[config.mk]
export PLATFORM = sky130hd
export DESIGN_NAME = indexed_deque_store
export DESIGN_NICKNAME = d
export VERILOG_FILES = /design/src/hdl/idq_pkg.sv /design/src/hdl/indexed_deque_store.sv /design/src/hdl/idq_ram.sv
export SDC_FILE = /design/constraint.sdc
export NUM_CORES = 1
export LEC_CHECK = 0
export ABC_AREA = 1
export BUFFER_PORTS_ARGS = -buffer_cell sky130_fd_sc_hd__clkbuf_2
export CAP_MARGIN = 40
export CORE_MARGIN = 8
export CORE_UTILIZATION = 40
export CTS_BUF_LIST = sky130_fd_sc_hd__clkbuf_4
export CTS_CLUSTER_SIZE = 12
export DETAILED_ROUTE_END_ITERATION = 8
export GPL_TIMING_DRIVEN = 0
export HOLD_SLACK_MARGIN = 0.06
export PLACE_DENSITY = 0.55
export SETUP_SLACK_MARGIN = 0.02
export SLEW_MARGIN = 30
export SYNTH_ARGS = -nofsm -noshare
export SYNTH_HDL_FRONTEND = slang
export SYNTH_SLANG_ARGS = --single-unit
[constraint.sdc]
create_clock -name clk -period 5.2 [get_ports clk]
set_clock_uncertainty 0.05 [all_clocks]
set_input_delay 0.52 -clock clk [delete_from_list [all_inputs] [get_ports clk]]
set_output_delay 0.52 -clock clk [all_outputs]
set_load 0.01 [all_outputs]
[src/hdl/idq_pkg.sv]
// shared codes, types and default sizes of the indexed deque store
package idq_pkg;

  localparam int CAPACITY_DEF   = 32;
  localparam int DATA_WIDTH_DEF = 32;

  typedef enum logic [2:0] {
    OP_ADD_HEAD    = 3'd0,
    OP_ADD_TAIL    = 3'd1,
    OP_REMOVE_HEAD = 3'd2,
    OP_REMOVE_TAIL = 3'd3,
    OP_INSERT_AT   = 3'd4,
    OP_DELETE_AT   = 3'd5,
    OP_READ_FWD    = 3'd6,
    OP_READ_REV    = 3'd7
  } op_t;

  typedef enum logic [1:0] {
    ST_OK    = 2'd0,
    ST_EMPTY = 2'd1,
    ST_RANGE = 2'd2,
    ST_FULL  = 2'd3
  } status_t;

endpackage

[src/hdl/indexed_deque_store.sv]
// top level of the indexed deque store: sequencer, ring addressing and result register
//
// A bounded ordered list of signed values held in a ring buffer. One input beat
// (operation, position, value) is taken when in_valid and in_ready are high;
// in_ready is high only while the sequencer is idle, also while a result waits.
// Every add, remove, insert or delete gives one result beat with out_last set.
// A read-out gives one beat per element, head to tail or tail to head, with
// out_last on the final one; an empty list gives a single beat with status empty.
// Insert and delete shift the shorter side of the list one element per cycle
// through the single read and single write port of the element memory, so an
// insert moves m = min(pos, size - pos) elements and a delete moves
// m = min(pos, size - 1 - pos), at most CAPACITY/2. Adds and removes at
// either end move nothing. A read-out gives one beat per cycle while the
// receiver is ready, each element read ahead through the registered memory
// read port.
// Reset clears the size, ring head and control state; the element memory is not
// cleared. When the receiver stalls, the result register holds its beat and the
// sequencer waits before loading the next one.
module indexed_deque_store #(
  parameter int CAPACITY   = idq_pkg::CAPACITY_DEF,
  parameter int DATA_WIDTH = idq_pkg::DATA_WIDTH_DEF
) (
  input  logic                clk,
  input  logic                rst_n,
  input  logic                in_valid,
  output logic                in_ready,
  input  idq_pkg::op_t        in_operation,
  input  logic [5:0]          in_position,
  input  logic signed [31:0]  in_value,
  output logic                out_valid,
  input  logic                out_ready,
  output idq_pkg::status_t    out_status,
  output logic signed [31:0]  out_element,
  output logic [5:0]          out_list_size,
  output logic                out_last
);
  import idq_pkg::*;

  localparam int AW = $clog2(CAPACITY);
  localparam int CW = $clog2(CAPACITY + 1);
  localparam logic [7:0] CAP8 = 8'(CAPACITY);

  typedef enum logic [5:0] {
    S_IDLE  = 6'b000001,
    S_RCAP  = 6'b000010,
    S_MOVE  = 6'b000100,
    S_FIN   = 6'b001000,
    S_RES   = 6'b010000,
    S_RDOUT = 6'b100000
  } state_t;

  state_t                  state_r, state_nxt;
  logic [AW-1:0]           head_r, head_nxt;
  logic [CW-1:0]           count_r, count_nxt;
  logic [AW-1:0]           pos_r, pos_nxt;
  logic signed [DATA_WIDTH-1:0] val_r, val_nxt;
  logic [AW-1:0]           src_r, src_nxt;
  logic [CW-1:0]           moves_r, moves_nxt;
  logic                    asc_r, asc_nxt;
  logic                    ins_r, ins_nxt;
  logic                    front_r, front_nxt;
  logic                    wr_pend_r, wr_pend_nxt;
  logic [AW-1:0]           wr_addr_r, wr_addr_nxt;
  status_t                 res_status_r, res_status_nxt;
  logic signed [31:0]      res_elem_r, res_elem_nxt;
  logic [5:0]              res_size_r, res_size_nxt;

  logic                    out_valid_r, out_valid_nxt;
  status_t                 out_status_r, out_status_nxt;
  logic signed [31:0]      out_element_r, out_element_nxt;
  logic [5:0]              out_list_size_r, out_list_size_nxt;
  logic                    out_last_r, out_last_nxt;

  logic                    ram_we, ram_re;
  logic [AW-1:0]           ram_wa, ram_ra;
  logic [DATA_WIDTH-1:0]   ram_wd;
  logic signed [DATA_WIDTH-1:0] rdata;
  logic [AW-1:0]           rd_log, wr_log;

  logic [7:0]              cnt8, ins_pos, del_pos;
  logic signed [DATA_WIDTH-1:0] val_fit;
  logic                    out_free;

  // logical index to ring slot
  function automatic logic [AW-1:0] phys(input logic [AW-1:0] head, input logic [AW-1:0] l);
    logic [AW:0] s;
    s = {1'b0, head} + {1'b0, l};
    if (s >= (AW+1)'(CAPACITY)) begin
      s = s - (AW+1)'(CAPACITY);
    end
    return s[AW-1:0];
  endfunction

  function automatic logic [AW-1:0] ring_dec(input logic [AW-1:0] h);
    return (h == '0) ? AW'(CAPACITY - 1) : h - AW'(1);
  endfunction

  function automatic logic [AW-1:0] ring_inc(input logic [AW-1:0] h);
    return (h == AW'(CAPACITY - 1)) ? '0 : h + AW'(1);
  endfunction

  idq_ram #(
    .DEPTH (CAPACITY),
    .WIDTH (DATA_WIDTH),
    .AW    (AW)
  ) u_ram (
    .clk (clk),
    .we  (ram_we),
    .wa  (ram_wa),
    .wd  (ram_wd),
    .re  (ram_re),
    .ra  (ram_ra),
    .rd  (rdata)
  );

  assign in_ready      = (state_r == S_IDLE);
  assign out_valid     = out_valid_r;
  assign out_status    = out_status_r;
  assign out_element   = out_element_r;
  assign out_list_size = out_list_size_r;
  assign out_last      = out_last_r;

  assign cnt8     = 8'(count_r);
  assign val_fit  = DATA_WIDTH'(in_value);
  assign out_free = !out_valid_r || out_ready;
  assign ram_ra   = phys(head_r, rd_log);

  always_comb begin
    state_nxt         = state_r;
    head_nxt          = head_r;
    count_nxt         = count_r;
    pos_nxt           = pos_r;
    val_nxt           = val_r;
    src_nxt           = src_r;
    moves_nxt         = moves_r;
    asc_nxt           = asc_r;
    ins_nxt           = ins_r;
    front_nxt         = front_r;
    wr_pend_nxt       = wr_pend_r;
    wr_addr_nxt       = wr_addr_r;
    res_status_nxt    = res_status_r;
    res_elem_nxt      = res_elem_r;
    res_size_nxt      = res_size_r;
    out_valid_nxt     = out_valid_r && !out_ready;
    out_status_nxt    = out_status_r;
    out_element_nxt   = out_element_r;
    out_list_size_nxt = out_list_size_r;
    out_last_nxt      = out_last_r;
    ram_we            = 1'b0;
    ram_wa            = wr_addr_r;
    ram_wd            = rdata;
    ram_re            = 1'b0;
    rd_log            = src_r;
    wr_log            = pos_r;
    ins_pos           = 8'(in_position);
    del_pos           = 8'(in_position);

    case (in_operation)
      OP_ADD_HEAD:    ins_pos = '0;
      OP_ADD_TAIL:    ins_pos = cnt8;
      default:        ins_pos = 8'(in_position);
    endcase
    case (in_operation)
      OP_REMOVE_HEAD: del_pos = '0;
      OP_REMOVE_TAIL: del_pos = (cnt8 == '0) ? '0 : cnt8 - 8'd1;
      default:        del_pos = 8'(in_position);
    endcase

    case (state_r)
      S_IDLE: begin
        if (in_valid) begin
          val_nxt      = val_fit;
          res_size_nxt = 6'(count_r);
          if (in_operation inside {OP_ADD_HEAD, OP_ADD_TAIL, OP_INSERT_AT}) begin
            res_elem_nxt = 32'(val_fit);
            if (ins_pos > cnt8) begin
              res_status_nxt = ST_RANGE;
              state_nxt      = S_RES;
            end else if (cnt8 >= CAP8) begin
              res_status_nxt = ST_FULL;
              state_nxt      = S_RES;
            end else begin
              res_status_nxt = ST_OK;
              pos_nxt        = AW'(ins_pos);
              ins_nxt        = 1'b1;
              wr_pend_nxt    = 1'b0;
              state_nxt      = S_MOVE;
              if ((ins_pos << 1) < cnt8) begin
                // front side is shorter: open a slot before the head
                front_nxt = 1'b1;
                head_nxt  = ring_dec(head_r);
                src_nxt   = AW'(1);
                asc_nxt   = 1'b1;
                moves_nxt = CW'(ins_pos);
              end else begin
                front_nxt = 1'b0;
                src_nxt   = AW'(cnt8 - 8'd1);
                asc_nxt   = 1'b0;
                moves_nxt = CW'(cnt8 - ins_pos);
              end
            end
          end else if (in_operation inside {OP_REMOVE_HEAD, OP_REMOVE_TAIL, OP_DELETE_AT}) begin
            res_elem_nxt = '0;
            if (cnt8 == '0) begin
              res_status_nxt = ST_EMPTY;
              state_nxt      = S_RES;
            end else if (del_pos >= cnt8) begin
              res_status_nxt = ST_RANGE;
              state_nxt      = S_RES;
            end else begin
              res_status_nxt = ST_OK;
              pos_nxt        = AW'(del_pos);
              ins_nxt        = 1'b0;
              wr_pend_nxt    = 1'b0;
              ram_re         = 1'b1;
              rd_log         = AW'(del_pos);
              state_nxt      = S_RCAP;
              if (((del_pos << 1) + 8'd1) < cnt8) begin
                front_nxt = 1'b1;
                src_nxt   = AW'(del_pos - 8'd1);
                asc_nxt   = 1'b0;
                moves_nxt = CW'(del_pos);
              end else begin
                front_nxt = 1'b0;
                src_nxt   = AW'(del_pos + 8'd1);
                asc_nxt   = 1'b1;
                moves_nxt = CW'(cnt8 - 8'd1 - del_pos);
              end
            end
          end else begin
            if (cnt8 == '0) begin
              res_status_nxt = ST_EMPTY;
              res_elem_nxt   = '0;
              state_nxt      = S_RES;
            end else begin
              asc_nxt   = (in_operation == OP_READ_FWD);
              ram_re    = 1'b1;
              moves_nxt = CW'(cnt8 - 8'd1);
              state_nxt = S_RDOUT;
              if (in_operation == OP_READ_FWD) begin
                rd_log  = '0;
                src_nxt = AW'(1);
              end else begin
                rd_log  = AW'(cnt8 - 8'd1);
                src_nxt = AW'(cnt8 - 8'd2);
              end
            end
          end
        end
      end

      S_RCAP: begin
        res_elem_nxt = 32'(rdata);
        state_nxt    = S_MOVE;
      end

      S_MOVE: begin
        // write back the element read last cycle while reading the next one
        if (wr_pend_r) begin
          ram_we = 1'b1;
          ram_wa = wr_addr_r;
          ram_wd = rdata;
        end
        if (moves_r != '0) begin
          ram_re      = 1'b1;
          rd_log      = src_r;
          wr_addr_nxt = phys(head_r, asc_r ? src_r - AW'(1) : src_r + AW'(1));
          wr_pend_nxt = 1'b1;
          src_nxt     = asc_r ? src_r + AW'(1) : src_r - AW'(1);
          moves_nxt   = moves_r - CW'(1);
        end else begin
          wr_pend_nxt = 1'b0;
          state_nxt   = S_FIN;
        end
      end

      S_FIN: begin
        wr_log = pos_r;
        if (ins_r) begin
          ram_we       = 1'b1;
          ram_wa       = phys(head_r, wr_log);
          ram_wd       = val_r;
          count_nxt    = count_r + CW'(1);
          res_size_nxt = 6'(count_r + CW'(1));
        end else begin
          count_nxt    = count_r - CW'(1);
          res_size_nxt = 6'(count_r - CW'(1));
          if (front_r) begin
            head_nxt = ring_inc(head_r);
          end
        end
        state_nxt = S_RES;
      end

      S_RES: begin
        if (out_free) begin
          out_valid_nxt     = 1'b1;
          out_status_nxt    = res_status_r;
          out_element_nxt   = res_elem_r;
          out_list_size_nxt = res_size_r;
          out_last_nxt      = 1'b1;
          state_nxt         = S_IDLE;
        end
      end

      S_RDOUT: begin
        if (out_free) begin
          out_valid_nxt     = 1'b1;
          out_status_nxt    = ST_OK;
          out_element_nxt   = 32'(rdata);
          out_list_size_nxt = 6'(count_r);
          out_last_nxt      = (moves_r == '0);
          if (moves_r == '0) begin
            state_nxt = S_IDLE;
          end else begin
            ram_re    = 1'b1;
            rd_log    = src_r;
            src_nxt   = asc_r ? src_r + AW'(1) : src_r - AW'(1);
            moves_nxt = moves_r - CW'(1);
          end
        end
      end

      default: begin
        state_nxt = S_IDLE;
      end
    endcase
  end

  always_ff @(posedge clk) begin
    if (!rst_n) begin
      state_r     <= S_IDLE;
      head_r      <= '0;
      count_r     <= '0;
      wr_pend_r   <= 1'b0;
      out_valid_r <= 1'b0;
    end else begin
      state_r     <= state_nxt;
      head_r      <= head_nxt;
      count_r     <= count_nxt;
      wr_pend_r   <= wr_pend_nxt;
      out_valid_r <= out_valid_nxt;
    end
  end

  always_ff @(posedge clk) begin
    pos_r           <= pos_nxt;
    val_r           <= val_nxt;
    src_r           <= src_nxt;
    moves_r         <= moves_nxt;
    asc_r           <= asc_nxt;
    ins_r           <= ins_nxt;
    front_r         <= front_nxt;
    wr_addr_r       <= wr_addr_nxt;
    res_status_r    <= res_status_nxt;
    res_elem_r      <= res_elem_nxt;
    res_size_r      <= res_size_nxt;
    out_status_r    <= out_status_nxt;
    out_element_r   <= out_element_nxt;
    out_list_size_r <= out_list_size_nxt;
    out_last_r      <= out_last_nxt;
  end

endmodule

[src/hdl/idq_ram.sv]
// element storage: one write port, one registered read port
module idq_ram #(
  parameter int DEPTH = idq_pkg::CAPACITY_DEF,
  parameter int WIDTH = idq_pkg::DATA_WIDTH_DEF,
  parameter int AW    = $clog2(idq_pkg::CAPACITY_DEF)
) (
  input  logic             clk,
  input  logic             we,
  input  logic [AW-1:0]    wa,
  input  logic [WIDTH-1:0] wd,
  input  logic             re,
  input  logic [AW-1:0]    ra,
  output logic [WIDTH-1:0] rd
);
  import idq_pkg::*;

  logic [WIDTH-1:0] mem [DEPTH];
  logic [WIDTH-1:0] rd_r;

  always_ff @(posedge clk) begin
    if (we) begin
      mem[wa] <= wd;
    end
    if (re) begin
      rd_r <= mem[ra];
    end
  end

  assign rd = rd_r;

endmodule
==> impl_metrics.json <==
{
  "final-hold-violation-count": 0,
  "overflow": 0,
  "ant_nets": 0,
  "vias": 35760,
  "power_mw": 42.61,
  "period_needed_ns": 5.282,
  "antenna_found_initial": 9,
  "grt_pass1_vias": 34730,
  "clockBufferDepth": 4,
  "rsz0062_at_grt": "true",
  "cp-start-kind": "register",
  "cpPeakStageDelay_ns": 0.56,
  "tightest_slew_ns": 0.8284,
  "die_h_um": 374.6,
  "setup-tns-final_ns": -0.2737,
  "wl_um": 166700,
  "syn-num-nets": 4119,
  "hold_path.class": "input pin to register",
  "clkTransAtPathRegs_ns": 0.06,
  "layout_commonest_cell": "edfxtp_1",
  "synth-main-ff-cell": "edfxtp_1",
  "critical_path.most_common_cell": "nand2_4",
  "nets": 4768,
  "cts_tree": "built",
  "drv_slew": 0,
  "cts_root_buf": "clkbuf_4",
  "synth_cells": 4013,
  "drive_above_1_share_pct": 25.26,
  "finalSetupViolations": 8,
  "clock.fmax_mhz": 189.3,
  "cp-end-kind": "register",
  "drv_cap": 0,
  "layout.cells.most_common_list": "edfxtp_1, clkbuf_4, o21ai_0, inv_1, nand2_1",
  "drt_iter0_drc": 3654,
  "dp_slack_ns": -3.231,
  "rows": 131,
  "coreArea_um2": 127500,
  "critPathRequiredTime_ns": 6.22,
  "path_class": "register to register",
  "cts_buffers": 336,
  "async_reset_ff_share_pct": 0,
  "p_per_area_nw_per_um2": 660.6,
  "p_leak_nw": 23.88,
  "wl_met1_um": 70640,
  "placed_cell_area_um2": 56990,
  "ys_seq_elements": 1212,
  "status": "finished, violations left",
  "ios": 88,
  "grt_pass1_wl_um": 237300,
  "path_delay_family": "compound AO/OA/AOI/OAI gates",
  "insertion_delay_ns": 1.23,
  "ys_warn_count": 0,
  "synth_area_per_cell_um2": 12.82,
  "crit_slowest_cell": "fa_2",
  "synth-edff-count": 1193,
  "max-slew-margin-rel_pct": 44.69,
  "violations": "setup timing",
  "min_period_over_period_pct": 101.6,
  "fin_hold_ws_ns": 0.1846,
  "design_area_um2": 64510,
  "fin_ws_ns": -0.08218,
  "initial_utilization_pct": 40.34,
  "cp_num_buf_inv": 8,
  "layout-area-overhead-vs-synth_pct": 25.41,
  "grt_start_max_net_pins": 34,
  "die_area_um2": 140300,
  "drt-pass1-iter-count": 8,
  "vdd_ir_drop_max_uv": 347.9,
  "yosysUniqueCellTypes": 53,
  "route.met3.wl_um": 12310,
  "cts-htree-levels": 5,
  "avgViaCountPerCell": 5.468,
  "portBuffers": 86,
  "track_usage_pct": 23.03,
  "routedWlPerCell_um": 25.49,
  "netlist_area_um2": 51440,
  "fillCellCount": 11080,
  "cts_sinks": 1212,
  "top_layer_used": "met4",
  "wl_met2_um": 76560,
  "crit_arrival_ns": 6.30,
  "critPathMaxFanout": 10,
  "drc": 0,
  "dieWidth_um": 374.6,
  "place_congestion": 0.9915,
  "ys_seq_area_share_pct": 70.38,
  "dp_hpwl_um": 115700
}
==> Yosys cell counts (2+ instances only) <==
library cell,number,share of area (%)
xnor2_1,11,0.19
a211oi_1,3,0.044
buf_4,6,0.088
nand3_1,109,1.1
fa_1,7,0.27
nand3b_1,2,0.029
dfxtp_1,19,0.74
nor2_2,4,0.049
buf_1,18,0.13
edfxtp_1,1193,70
inv_2,10,0.073
nor2_4,3,0.066
nand4_1,7,0.085
and2_1,5,0.061
nor3_1,7,0.068
o21a_1,2,0.029
a22oi_1,3,0.044
nand3_2,3,0.058
mux2i_1,259,5.0
ha_1,54,1.3
o22ai_1,8,0.097
o21ai_0,533,5.2
o21ai_2,3,0.051
clkbuf_1,158,1.2
inv_1,394,2.9
o21bai_1,5,0.073
o211ai_1,134,2.0
nand2_1,424,3.1
nor2_1,88,0.64
a21oi_1,367,3.6
clkinv_1,2,0.015
buf_2,51,0.50
xor2_1,29,0.49
nand2_2,7,0.085
a31oi_1,65,0.79
o21ai_1,3,0.029
==> report_power, final <==
part           total, mW  switching [mW]  internal [mW]
clock               8.20            3.85           4.35
sequential          11.7           0.153           11.5
combinational       22.7            15.4           7.37
==> flip-flops by register name (all words and copies together), names as in the netlist, 2 cells and up <==
register	count
u_ram.mem	1024
out_element	32
res_elem_r	32
u_ram.rd	32
val_r	32
count_r	6
moves_r	6
out_list_size	6
res_size_r	6
state_r	6
head_r	5
pos_r	5
src_r	5
wr_addr_r	5
out_status	2
res_status_r	2
==> what timing repair did <==
| item | in CTS | in global routing |
|---|---|---|
| gates resized for setup | 508 | 145 |
| gates cloned | 6 | 0 |
| hold endpoints to repair | 175 | 0 |
| endpoints found under the setup margin | 36 | 32 |
| hold buffers | 80 | 0 |
| buffers inserted | 32 | 13 |
| pin swaps | 113 | 85 |
==> stage by stage <==
stage | util [%] | std cells
final | 50.59 | 6539
after detailed placement | 44.69 | 5860
after global placement | 42.31 | 5761
after floorplan | - | 4013
after CTS | 50.26 | 6523
after global routing | 50.59 | 6539
==> cell type report <==
type | count | area [um^2] | share of cell area [%]
Antenna cell | 8 | 20.02 | 0.03103
Buffer | 230 | 1648 | 2.554
Clock buffer | 489 | 3671 | 5.691
Clock inverter | 56 | 270.3 | 0.4189
Inverter | 406 | 1553 | 2.407
Multi-Input combinational cell | 2162 | 14960 | 23.18
Sequential cell | 1212 | 36220 | 56.14
Tap cell | 1662 | 2079 | 3.224
Timing Repair Buffer | 314 | 4096 | 6.350
==> worst reg2reg max path, delay by kind of cell (launching register included) <==
kind,cells,cell delay [ns]
AOI/OAI and AO/OA,6,1.20
xor gates and xnor gates,1,0.17
DFF,1,0.36
and+or+nand+nor,12,1.11
buffers and inverters,8,1.10
adders and majority gates,4,1.15
==> kinds of logic after synthesis <==
family | count (synthesis) | share of synthesized area (%)
flops | 1212 | 70.38
compound gates | 1138 | 12.09
simple gates | 664 | 5.392
buf+inv | 639 | 4.831
mux | 259 | 5.040
fa+ha+maj | 61 | 1.586
xor+xnor | 40 | 0.6810
==> layer usage <==
| metal | GRT usage [%] | vias to the layer above |
|---|---|---|
| li1 | - | 16150 |
| met1 | 31.50 | 17680 |
| met2 | 35.91 | 1610 |
| met3 | 3.729 | 307 |
| met4 | 11.04 | 0 |
| met5 | 0 | - |
==> path summary, 6_finish.rpt <==
kind,startpoint,endpoint,slack [ns],cells after the start
worst max-delay path,count_r[1],u_ram.rd[25],-0.08,31
worst min-delay path,in_value[15],res_elem_r[15],0.18,4
worst min register to register,res_elem_r[15],out_element[15],0.44,2
worst max register to register,count_r[1],u_ram.rd[25],-0.08,31
No activity file was read; power rests on OpenSTA's default activity.
